===== src/rtl/core/lcd_nibble_write_sequencer_core_macros.svh =====
// Assertion macros shared by the nibble write sequencer RTL.
// Included by modules that carry concurrent checks; no other dependencies.
`ifndef LCD_NIBBLE_WRITE_SEQUENCER_CORE_MACROS_SVH
`define LCD_NIBBLE_WRITE_SEQUENCER_CORE_MACROS_SVH

// Same-cycle implication, disabled during reset
`define LNWS_ASSERT_NOW(label, clk, rst, ante, cons, msg) \
   label: assert property (@(posedge clk) disable iff (rst) (ante) |-> (cons)) \
      else $error(msg);

// Next-cycle implication, disabled during reset
`define LNWS_ASSERT_NEXT(label, clk, rst, ante, cons, msg) \
   label: assert property (@(posedge clk) disable iff (rst) (ante) |=> (cons)) \
      else $error(msg);

`endif


===== src/rtl/core/lnws_pkg.sv =====
// Shared types and constants for the nibble write sequencer.
// No dependencies; imported by every module of the block.
package lnws_pkg;

   localparam int CFG_WIDTH       = 16;
   localparam int CSR_INDEX_WIDTH = 2;
   localparam int BYTE_WIDTH      = 8;
   localparam int NIBBLE_WIDTH    = 4;

   localparam logic [CFG_WIDTH-1:0] STROBE_TICKS_RESET = 16'd10;
   localparam logic [CFG_WIDTH-1:0] LONG_WAIT_RESET    = 16'd3000;

   // Register indexes of the configuration port
   localparam logic [CSR_INDEX_WIDTH-1:0] CSR_STROBE_TICKS    = 2'd0;
   localparam logic [CSR_INDEX_WIDTH-1:0] CSR_LONG_WAIT_TICKS = 2'd1;

   typedef enum logic {
      ITEM_TICK  = 1'b0,
      ITEM_WRITE = 1'b1
   } item_kind_type;

   typedef enum logic [2:0] {
      PH_IDLE,
      PH_HIGH,
      PH_LOW1,
      PH_LOWN,
      PH_LOW2,
      PH_LONG
   } phase_type;

   typedef struct packed {
      item_kind_type          kind;
      logic                   reg_select;
      logic [BYTE_WIDTH-1:0]  value;
   } item_type;

   // Front-to-back queue head
   typedef struct packed {
      logic     valid;
      item_type item;
   } queue_head_type;

   typedef struct packed {
      logic                    rs_pin;
      logic                    strobe_pin;
      logic [NIBBLE_WIDTH-1:0] data_nibble;
      logic                    busy_res;
      logic                    rejected;
   } result_type;

   // Clear, home and command three take the long wait
   function automatic logic needs_long_wait(input logic sel, input logic [BYTE_WIDTH-1:0] b);
      return (sel == 1'b0) && (b[BYTE_WIDTH-1:2] == '0) && (b[1:0] != 2'b00);
   endfunction

endpackage


===== src/rtl/core/lcd_nibble_write_sequencer_core.sv =====
// A request is registered in the front queue and its result in the result queue.
// Throughput: one item per cycle while the result queue has room, set by the
// single-step sequencer in the back end. Queues of two entries on each side
// keep full-rate flow through stalls.
// Reset: synchronous, active high; strobe_ticks 10, long_wait_ticks 3000,
// sequencer idle with the strobe line high, both queues empty.
module lcd_nibble_write_sequencer_core
   import lnws_pkg::*;
#(
   parameter int COUNT_WIDTH = 16
) (
   input  logic                       clock,
   input  logic                       reset,
   input  logic                       push,
   output logic                       full,
   input  logic                       req_action,
   input  logic                       req_reg_select,
   input  logic [BYTE_WIDTH-1:0]      req_value,
   output logic                       empty,
   input  logic                       pop,
   output logic                       rsp_rs_pin,
   output logic                       rsp_strobe_pin,
   output logic [NIBBLE_WIDTH-1:0]    rsp_data_nibble,
   output logic                       rsp_busy_res,
   output logic                       rsp_rejected,
   input  logic                       csr_write_en,
   input  logic [CSR_INDEX_WIDTH-1:0] csr_index,
   input  logic [CFG_WIDTH-1:0]       csr_write_data
);

   queue_head_type head;
   logic           head_take;
   result_type     rsp;

   lnws_front u_front (
      .clock          (clock),
      .reset          (reset),
      .push           (push),
      .full           (full),
      .req_action     (req_action),
      .req_reg_select (req_reg_select),
      .req_value      (req_value),
      .head           (head),
      .head_take      (head_take)
   );

   lnws_back #(
      .COUNT_WIDTH (COUNT_WIDTH)
   ) u_back (
      .clock          (clock),
      .reset          (reset),
      .head           (head),
      .head_take      (head_take),
      .csr_write_en   (csr_write_en),
      .csr_index      (csr_index),
      .csr_write_data (csr_write_data),
      .empty          (empty),
      .pop            (pop),
      .rsp            (rsp)
   );

   assign rsp_rs_pin      = rsp.rs_pin;
   assign rsp_strobe_pin  = rsp.strobe_pin;
   assign rsp_data_nibble = rsp.data_nibble;
   assign rsp_busy_res    = rsp.busy_res;
   assign rsp_rejected    = rsp.rejected;

endmodule


===== src/rtl/core/lnws_front.sv =====
// Front end: accepts request items, classifies them and queues them.
// Depends on lnws_pkg.
module lnws_front
   import lnws_pkg::*;
(
   input  logic                  clock,
   input  logic                  reset,
   input  logic                  push,
   output logic                  full,
   input  logic                  req_action,
   input  logic                  req_reg_select,
   input  logic [BYTE_WIDTH-1:0] req_value,
   output queue_head_type        head,
   input  logic                  head_take
);

   logic [1:0] cnt_ff, cnt_in;
   logic       wr_ptr_ff, wr_ptr_in;
   logic       rd_ptr_ff, rd_ptr_in;
   item_type   slot_ff [2];
   item_type   classified;
   logic       push_fire;
   logic       pop_fire;

   // Classify: drop the payload of tick items
   always_comb begin
      classified.kind       = req_action ? ITEM_WRITE : ITEM_TICK;
      classified.reg_select = req_action ? req_reg_select : 1'b0;
      classified.value      = req_action ? req_value : '0;
   end

   assign full      = (cnt_ff == 2'd2);
   assign push_fire = push && !full;
   assign pop_fire  = head.valid && head_take;

   assign head.valid = (cnt_ff != 2'd0);
   assign head.item  = slot_ff[rd_ptr_ff];

   // Advance pointers and fill count
   always_comb begin
      wr_ptr_in = push_fire ? ~wr_ptr_ff : wr_ptr_ff;
      rd_ptr_in = pop_fire ? ~rd_ptr_ff : rd_ptr_ff;
      cnt_in    = cnt_ff;
      if (push_fire && !pop_fire) begin
         cnt_in = cnt_ff + 2'd1;
      end else if (pop_fire && !push_fire) begin
         cnt_in = cnt_ff - 2'd1;
      end
   end

   always_ff @(posedge clock) begin
      if (reset) begin
         cnt_ff    <= 2'd0;
         wr_ptr_ff <= 1'b0;
         rd_ptr_ff <= 1'b0;
      end else begin
         cnt_ff    <= cnt_in;
         wr_ptr_ff <= wr_ptr_in;
         rd_ptr_ff <= rd_ptr_in;
      end
   end

   // Store the transfer
   always_ff @(posedge clock) begin
      if (push_fire) begin
         slot_ff[wr_ptr_ff] <= classified;
      end
   end

endmodule


===== src/rtl/core/lnws_back.sv =====
// Back end: strobe sequencer, configuration registers and result queue.
// Depends on lnws_pkg and the shared assertion macros.
`include "lcd_nibble_write_sequencer_core_macros.svh"
module lnws_back
   import lnws_pkg::*;
#(
   parameter int COUNT_WIDTH = 16
) (
   input  logic                       clock,
   input  logic                       reset,
   input  queue_head_type             head,
   output logic                       head_take,
   input  logic                       csr_write_en,
   input  logic [CSR_INDEX_WIDTH-1:0] csr_index,
   input  logic [CFG_WIDTH-1:0]       csr_write_data,
   output logic                       empty,
   input  logic                       pop,
   output result_type                 rsp
);

   logic [CFG_WIDTH-1:0]    strobe_ticks_ff;
   logic [CFG_WIDTH-1:0]    long_wait_ff;
   phase_type               phase_ff, phase_in;
   logic [COUNT_WIDTH-1:0]  cnt_ff, cnt_in;
   logic [COUNT_WIDTH-1:0]  cnt_dec;
   logic [COUNT_WIDTH-1:0]  strobe_load;
   logic [COUNT_WIDTH-1:0]  long_load;
   logic [BYTE_WIDTH-1:0]   byte_ff, byte_in;
   logic                    sel_ff, sel_in;
   logic                    rs_ff, rs_in;
   logic                    strobe_ff, strobe_in;
   logic [NIBBLE_WIDTH-1:0] data_ff, data_in;
   logic                    rej;
   logic                    busy;
   logic                    is_write;
   logic                    start;
   logic                    tick;
   logic                    step;
   result_type              result;

   result_type              out_ff [2];
   logic [1:0]              out_cnt_ff, out_cnt_in;
   logic                    out_wr_ff, out_rd_ff;
   logic                    out_room;
   logic                    pop_fire;

   // Saturate a loaded wait to the counter range
   function automatic logic [COUNT_WIDTH-1:0] count_load(input logic [CFG_WIDTH-1:0] v);
      if ((v >> COUNT_WIDTH) != '0) begin
         return '1;
      end
      return COUNT_WIDTH'(v);
   endfunction

   // Configuration registers
   always_ff @(posedge clock) begin
      if (reset) begin
         strobe_ticks_ff <= STROBE_TICKS_RESET;
         long_wait_ff    <= LONG_WAIT_RESET;
      end else if (csr_write_en) begin
         unique case (csr_index)
            CSR_STROBE_TICKS:    strobe_ticks_ff <= csr_write_data;
            CSR_LONG_WAIT_TICKS: long_wait_ff    <= csr_write_data;
            default:             ;
         endcase
      end
   end

   // Take an item whenever the result queue has room
   assign pop_fire  = pop && !empty;
   assign out_room  = (out_cnt_ff != 2'd2) || pop_fire;
   assign head_take = out_room;

   assign busy        = (phase_ff != PH_IDLE);
   assign is_write    = (head.item.kind == ITEM_WRITE);
   assign start       = head.valid && out_room && is_write && !busy;
   assign tick        = head.valid && out_room && !is_write && busy;
   assign cnt_dec     = (cnt_ff != '0) ? cnt_ff - COUNT_WIDTH'(1) : '0;
   assign step        = tick && (cnt_dec == '0);
   assign strobe_load = count_load(strobe_ticks_ff);
   assign long_load   = count_load(long_wait_ff);

   // Next state: phase and wait counter
   always_comb begin
      phase_in = phase_ff;
      cnt_in   = cnt_ff;
      if (start) begin
         phase_in = PH_HIGH;
         cnt_in   = strobe_load;
      end else if (tick) begin
         cnt_in = cnt_dec;
         if (step) begin
            unique case (phase_ff)
               PH_HIGH: begin
                  phase_in = PH_LOW1;
                  cnt_in   = strobe_load;
               end
               PH_LOW1: begin
                  phase_in = PH_LOWN;
                  cnt_in   = strobe_load;
               end
               PH_LOWN: begin
                  phase_in = PH_LOW2;
                  cnt_in   = strobe_load;
               end
               PH_LOW2: begin
                  if (needs_long_wait(sel_ff, byte_ff)) begin
                     phase_in = PH_LONG;
                     cnt_in   = long_load;
                  end else begin
                     phase_in = PH_IDLE;
                     cnt_in   = '0;
                  end
               end
               default: begin
                  phase_in = PH_IDLE;
                  cnt_in   = '0;
               end
            endcase
         end
      end
   end

   // Outputs: pin levels, held byte and reject flag
   always_comb begin
      rs_in     = rs_ff;
      strobe_in = strobe_ff;
      data_in   = data_ff;
      byte_in   = byte_ff;
      sel_in    = sel_ff;
      rej       = head.valid && is_write && busy;
      if (start) begin
         sel_in    = head.item.reg_select;
         byte_in   = head.item.value;
         rs_in     = head.item.reg_select;
         strobe_in = 1'b1;
         data_in   = head.item.value[BYTE_WIDTH-1:NIBBLE_WIDTH];
      end else if (step) begin
         unique case (phase_ff)
            PH_HIGH, PH_LOWN: strobe_in = 1'b0;
            PH_LOW1: begin
               strobe_in = 1'b1;
               data_in   = byte_ff[NIBBLE_WIDTH-1:0];
            end
            PH_LOW2: strobe_in = 1'b1;
            default: ;
         endcase
      end
      result.rs_pin      = rs_in;
      result.strobe_pin  = strobe_in;
      result.data_nibble = data_in;
      result.busy_res    = (phase_in != PH_IDLE);
      result.rejected    = rej;
   end

   always_ff @(posedge clock) begin
      if (reset) begin
         phase_ff  <= PH_IDLE;
         cnt_ff    <= '0;
         byte_ff   <= '0;
         sel_ff    <= 1'b0;
         rs_ff     <= 1'b0;
         strobe_ff <= 1'b1;
         data_ff   <= '0;
      end else if (head.valid && out_room) begin
         phase_ff  <= phase_in;
         cnt_ff    <= cnt_in;
         byte_ff   <= byte_in;
         sel_ff    <= sel_in;
         rs_ff     <= rs_in;
         strobe_ff <= strobe_in;
         data_ff   <= data_in;
      end
   end

   // Result queue: two entries so the sequencer runs while a result waits
   assign empty = (out_cnt_ff == 2'd0);
   assign rsp   = out_ff[out_rd_ff];

   always_comb begin
      out_cnt_in = out_cnt_ff;
      if (head.valid && out_room && !pop_fire) begin
         out_cnt_in = out_cnt_ff + 2'd1;
      end else if (pop_fire && !(head.valid && out_room)) begin
         out_cnt_in = out_cnt_ff - 2'd1;
      end
   end

   always_ff @(posedge clock) begin
      if (reset) begin
         out_cnt_ff <= 2'd0;
         out_wr_ff  <= 1'b0;
         out_rd_ff  <= 1'b0;
      end else begin
         out_cnt_ff <= out_cnt_in;
         if (head.valid && out_room) begin
            out_wr_ff <= ~out_wr_ff;
         end
         if (pop_fire) begin
            out_rd_ff <= ~out_rd_ff;
         end
      end
   end

   always_ff @(posedge clock) begin
      if (head.valid && out_room) begin
         out_ff[out_wr_ff] <= result;
      end
   end

   `LNWS_ASSERT_NOW(a_idle_no_count, clock, reset, phase_ff == PH_IDLE, cnt_ff == '0, "count left over in idle")
   `LNWS_ASSERT_NOW(a_strobe_low_phase, clock, reset, !strobe_ff, phase_ff == PH_LOW1 || phase_ff == PH_LOW2, "strobe low outside a low phase")
   `LNWS_ASSERT_NOW(a_out_bound, clock, reset, 1'b1, out_cnt_ff <= 2'd2, "result queue overflow")
   `LNWS_ASSERT_NOW(a_reject_busy, clock, reset, head.valid && out_room && rej, busy && result.busy_res, "reject while idle")
   `LNWS_ASSERT_NEXT(a_start_high, clock, reset, start, phase_ff == PH_HIGH && strobe_ff, "write did not start sequence")

endmodule

===== config.mk =====
export PLATFORM = sky130hd
export DESIGN_NAME = lcd_nibble_write_sequencer_core
export DESIGN_NICKNAME = d
export VERILOG_FILES = /design/src/rtl/core/lnws_pkg.sv /design/src/rtl/core/lcd_nibble_write_sequencer_core.sv /design/src/rtl/core/lnws_front.sv /design/src/rtl/core/lnws_back.sv
export VERILOG_INCLUDE_DIRS = /design/src /design/src/rtl/core
export SDC_FILE = /design/constraint.sdc
export NUM_CORES = 1
export LEC_CHECK = 0
export ABC_CLOCK_PERIOD_IN_PS = 3200
export BUFFER_PORTS_ARGS = -buffer_cell sky130_fd_sc_hd__buf_2
export CAP_MARGIN = 10
export CORE_ASPECT_RATIO = 0.7
export CORE_MARGIN = 1.5
export CORE_UTILIZATION = 54
export DETAILED_ROUTE_END_ITERATION = 8
export PLACE_DENSITY = 0.76
export SYNTH_ARGS = -nofsm -noshare
export SYNTH_HDL_FRONTEND = slang
export SYNTH_SLANG_ARGS = --single-unit

===== constraint.sdc =====
create_clock -name clock -period 3.2 [get_ports clock]
set_clock_uncertainty 0.1 [all_clocks]
set_input_delay 0.48 -clock clock [delete_from_list [all_inputs] [get_ports clock]]
set_output_delay 0.48 -clock clock [all_outputs]
set_load 0.05 [all_outputs]

==> results.json, run 1 <==
{
  "critPathTopFamily": "simple AND/OR/NAND/NOR gates",
  "seq_area_frac_synth_pct": 49.96,
  "clk_pin_slew_ns": 0.07,
  "cts_tree": "built",
  "tns_ns": 0,
  "numPortBuffers": 42,
  "start_util_pct": 56.52,
  "timing.fmax_mhz": 325.7,
  "path_class": "reg -> reg",
  "ys_ff_latch": 112,
  "yosysTopAreaCellShare_pct": 29.21,
  "power_leakage_nw": 2.268,
  "clkSinkCount": 112,
  "tightest_slew_ns": 0.8818,
  "yosysUniqueCellTypes": 59,
  "antennaDiodeCount": 0,
  "ys_top_cells_by_area": "dfxtp_1, edfxtp_1, nand2_1",
  "die_area_um2": 10250,
  "crit_arrival_ns": 3.06,
  "syn_inst": 551,
  "postSynth.asyncResetShare_pct": 0,
  "use_met2_pct": 34.50,
  "busiest_layer": "met1",
  "die_h_um": 85.17,
  "io_pins": 43,
  "hold_violations": 0,
  "overflow": 0,
  "die_w_um": 120.4,
  "r2r_slack_ns": 0.13,
  "worstPathCellList": "inv_1 > ha_1 > or4b_2 > nor3_1 > nor3_1 > o31a_1 > or3_1 > o32ai_1 > nor2_1",
  "firstDrtPassIters": 5,
  "synth_area_leader_cell": "dfxtp_1",
  "syn_area_um2": 5209,
  "place_congestion": 0.9639,
  "yosys_warnings": 0,
  "syn-num-nets": 587,
  "syn_to_final_growth_pct": 13.62,
  "routed_wl_um": 12820,
  "worstSkewPairLatency_ns": 0.35,
  "start_kind": "flop",
  "grt_max_degree": 44,
  "rows": 29,
  "synth_ff_type": "dfxtp_1",
  "finalCriticalPeriod_ns": 3.070,
  "grt_pass1_wl_um": 20990,
  "worstPathMaxFanout": 7,
  "track_usage_pct": 26.33,
  "core_area_um2": 9216,
  "globalRouteMet1Util_pct": 42.70,
  "vias": 4331,
  "cts-root-buf": "clkbuf_16",
  "layout_worst_path_cycle_share_pct": 95.94,
  "min_path_type": "in -> reg",
  "total_power_mw": 6.500,
  "drc": 0,
  "setup_violations": 0,
  "grt_antenna_before_repair": 0,
  "crit_slowest_cell": "or4b_2",
  "slowest_delay_ns": 0.61,
  "peakVddDrop_v": 0.0003996,
  "vias_per_cell": 6.024,
  "drive_gt1_share_pct": 17.14,
  "fin_nets": 626,
  "maxCapViolations": 0,
  "rsz0062_at_grt": "no",
  "slew_violations": 0,
  "gr-usage-met3_pct": 6.922,
  "drt_iter0_markers": 419,
  "status": "completed",
  "cts_made_buffers": 9,
  "htreeDepth": 3,
  "hpwl_um": 9091,
  "crit_path_frequent_cell": "nor3_1",
  "synth-edff-count": 36,
  "grt_pass1_vias": 3920,
  "slew-limit-headroom_pct": 41.00,
  "detail_route.wl_per_cell_um": 17.82,
  "path_buf_inv": 1,
  "final_common_cell": "nand2_1",
  "ant_nets": 0,
  "p_per_area_nw_per_um2": 1098,
  "hold_buffers": 0,
  "critPathRequiredTime_ns": 3.19,
  "avgSynthCellArea_um2": 9.453,
  "cts_buffer_depth": 2,
  "cp-end-kind": "flop",
  "mostFrequentLayoutCells": "nand2_1, dfxtp_1, buf_2"
}
-- power breakdown --
part	switching, mW	internal, mW
Clock	0.516	0.687
Sequential	0.284	1.84
Combinational	2.00	1.17
-- layout make-up --
| class | instances | area, um^2 |
|---|---|---|
| Sequential cell | 112 | 2605 |
| Clock buffer | 12 | 267.8 |
| Fill cell | 743 | 3298 |
| Tap cell | 124 | 155.1 |
| Clock inverter | 4 | 58.81 |
| Multi-Input combinational cell | 390 | 2392 |
| Timing Repair Buffer | 67 | 401.6 |
| Inverter | 10 | 37.54 |
-- repair_timing --
item                       in CTS  in global routing
resized for setup               0                  3
setup endpoints to repair       0                 18
setup buffers                   0                  1
-- worst paths after layout --
path	startpoint	end	cells past startpoint
hold / removal	csr_write_data[5]	u_back.long_load[5]	3
setup reg to reg	u_back.cnt_ff[0]	u_back.out_ff[0][6]	9
setup / recovery	u_back.cnt_ff[0]	u_back.out_ff[0][6]	9
hold reg to reg	u_back.long_load[12]	u_back.long_load[12]	2
-- logic make-up (layout without fill, tap and decap cells) --
family                   after synthesis  after routing  synth area share (%)
AND/OR/NAND/NOR                      237            237                 22.72
AO/OA/AOI/OAI                        115            115                 15.85
flip-flops                           112            112                 49.96
buffers and inverters                 49             93                 4.204
multiplexers                          19             19                 3.844
XOR/XNOR                              16             16                 2.690
adder cells (fa/ha/maj)                3              3                0.7207
-- per-layer routing --
metal | routed length, um | vias up | part of all wire, %
li1 | - | 2079 | -
met1 | 6276 | 2038 | 49
met2 | 5102 | 205 | 40
met3 | 1367 | 9 | 11
met4 | 70 | 0 | 0.55
met5 | 0 | - | 0
-- sequential cells by signal, indices dropped and copies added, names as in the netlist, 2 cells and up, named ones only --
name and flops:
u_back.long_load 16, u_back.data_ff 4, u_back.out_cnt_ff 2, u_back.phase_ff 3, u_back.out_ff 16, u_back.byte_ff 8, u_back.cnt_ff 16, u_front.slot_ff 20
u_back.strobe_load 16, u_front.cnt_ff 2
-- worst reg2reg max path: cells and delay by family (launching register included) --
family / cells / cell delay, ns
adder cells (fa/ha/maj): 1 / 0.24
flip-flops: 1 / 0.39
AO/OA/AOI/OAI: 2 / 0.70
buffers and inverters: 1 / 0.07
AND/OR/NAND/NOR: 5 / 1.31
-- metrics by stage --
step	cells	utilization [%]	hold slack, ns	instance area, um^2	worst slack [ns]
6_report	719	64.21	0.2571	5918	0.1298
3_5_place_dp	702	60.52	0.3482	5578	0.06396
5_1_grt	719	64.21	0.2585	5918	0.005320
2_1_floorplan	551	-	0.3360	5209	0.1348
4_1_cts	718	64.06	0.2460	5904	0.04798
3_3_place_gp	702	60.52	0.3447	5578	0.1417
-- Yosys cell counts, types with 2 or more instances --
cell        n
a2111oi_0   2
a211oi_1   10
a21oi_1    31
a221oi_1    9
a22o_1     16
a311oi_1    4
a31oi_1     2
and2_1     12
and3_1      8
buf_6       4
clkbuf_1   32
dfxtp_1    76
edfxtp_1   36
ha_1        3
inv_1       9
mux2_2      8
mux2i_1    11
nand2_1    85
nand2b_1   13
nand3_1    12
nor2_1     41
nor2b_1     4
nor3_1     28
nor3b_1     2
nor4_1     11
nor4_4      3
o211ai_1    2
o21a_1      3
o21ai_0     9
o22ai_1    10
o31ai_1     3
o32ai_1     2
or3_1       8
or4_1       3
xnor2_1     3
xor2_1     13
Note: power is estimated with default switching activity, not from simulation.
==> inputs of run 2 (changes only) <==
- REMOVE_ABC_BUFFERS: default -> 1
==> results.json, run 2 (same netlist as run 1, synthesis figures left out) <==
{
  "slew-limit-headroom_pct": 41.59,
  "firstDrtPassIters": 5,
  "antennaDiodeCount": 0,
  "peakVddDrop_v": 0.0005311,
  "power_leakage_nw": 2.313,
  "cts_made_buffers": 9,
  "start_util_pct": 56.52,
  "maxCapViolations": 0,
  "cts_tree": "built",
  "setup_violations": 0,
  "fin_ws_ns": 0.1144,
  "syn_to_final_growth_pct": 15.61,
  "cts_buffer_depth": 2,
  "grt_antenna_before_repair": 0,
  "mostFrequentLayoutCells": "nand2_1, dfxtp_1, buf_2",
  "min_path_type": "in -> reg",
  "rows": 29,
  "track_usage_pct": 26.50,
  "grt_max_degree": 39,
  "timing.fmax_mhz": 324.1,
  "htreeDepth": 3,
  "finalCriticalPeriod_ns": 3.086,
  "critPathRequiredTime_ns": 3.19,
  "drc": 0,
  "layout_worst_path_cycle_share_pct": 96.43,
  "p_per_area_nw_per_um2": 1101,
  "nFillCells": 725,
  "numPortBuffers": 42,
  "hold_violations": 0,
  "hpwl_um": 9128,
  "path_class": "reg -> reg",
  "largest_register_ffs": 20,
  "fin_nets": 631,
  "die_h_um": 85.17,
  "status": "completed",
  "final_common_cell": "nand2_1",
  "io_pins": 43,
  "clk_pin_slew_ns": 0.08,
  "drt_iter0_markers": 349,
  "place_congestion": 0.9571,
  "detail_route.wl_per_cell_um": 18.07,
  "routed_wl_um": 13080,
  "worstPathMaxFanout": 7,
  "die_w_um": 120.4,
  "vias_per_cell": 6.019,
  "clkSinkCount": 112,
  "ant_nets": 0,
  "crit_arrival_ns": 3.08,
  "grt_pass1_wl_um": 21020,
  "hold_buffers": 0,
  "vias": 4358,
  "worstSkewPairLatency_ns": 0.36,
  "cp-end-kind": "flop",
  "core_area_um2": 9216,
  "place_ws_ns": -0.01700,
  "tightest_slew_ns": 0.8730,
  "top_register": "u_front.slot_ff",
  "start_kind": "flop",
  "total_power_mw": 6.633,
  "overflow": 0,
  "drive_gt1_share_pct": 19.00,
  "cts-root-buf": "clkbuf_16",
  "die_area_um2": 10250,
  "grt_pass1_vias": 4116,
  "slew_violations": 0
}
-- run 2: repair_timing --
item / CTS / global route
buffers inserted: 0 / 1
hold endpoints to repair: 0 / 0
resized for setup: 0 / 12
setup endpoints to repair: 2 / 22
pin swaps: 1 / 3
-- run 2: worst paths after layout --
path | from | endpoint | slack (ns) | cells after the start
worst max-delay path | u_back.cnt_ff[0] | u_back.out_ff[1][5] | 0.11 | 11
worst min-delay path | csr_write_data[4] | u_back.long_load[4] | 0.26 | 3
worst max register to register | u_back.cnt_ff[0] | u_back.out_ff[1][5] | 0.11 | 11
worst min register to register | u_back.long_load[1] | u_back.long_load[1] | 0.36 | 2
-- run 2: final cells by class --
type / instances / area, um^2 / area share, %
inverter: 10 / 37.54 / 0.6233
tap: 124 / 155.1 / 2.576
clock buffer: 9 / 225.2 / 3.740
multi-input combinational: 390 / 2439 / 40.49
timing repair buffer: 72 / 446.7 / 7.417
clock inverter: 7 / 115.1 / 1.911
sequential: 112 / 2604 / 43.24
-- run 2: worst max-delay path, cell delays in order (launching register included) --
cell,delay (ns)
dfxtp_1,0.32
inv_1,0.11
ha_4,0.18
or3b_1,0.36
buf_4,0.18
a21oi_2,0.14
o221ai_1,0.14
a2111o_1,0.53
nor4_4,0.26
buf_6,0.17
mux2i_2,0.24
nor2_1,0.08
-- run 2: metrics by stage --
step                setup TNS, ns  cell area [um^2]  hold slack (ns)  cells  util [%]
floorplan                  -3.778              5027           0.3300    512         -
global placement                0              5620           0.3442    707     60.98
detailed placement       -0.03397              5620           0.3501    707     60.98
CTS                             0              5961           0.2467    723     64.68
global route             -0.04230              6022           0.2546    724     65.34
finish                          0              6022           0.2567    724     65.34
-- run 2: power breakdown --
| group | internal [mW] | total, mW | switching, mW |
|---|---|---|---|
| sequential | 1.84 | 2.10 | 0.262 |
| combinational | 1.24 | 3.27 | 2.03 |
| clock | 0.704 | 1.26 | 0.555 |
-- run 2: layer usage --
| layer | vias up | GRT usage (%) | wire length [um] | part of all wire [%] |
|---|---|---|---|---|
| met5 | - | 0 | 0 | 0 |
| met4 | 0 | 7.914 | 114 | 0.87 |
| met3 | 12 | 5.645 | 903 | 6.9 |
| met2 | 171 | 39.05 | 5657 | 43 |
| met1 | 2086 | 39.28 | 6409 | 49 |
| li1 | 2089 | - | - | - |
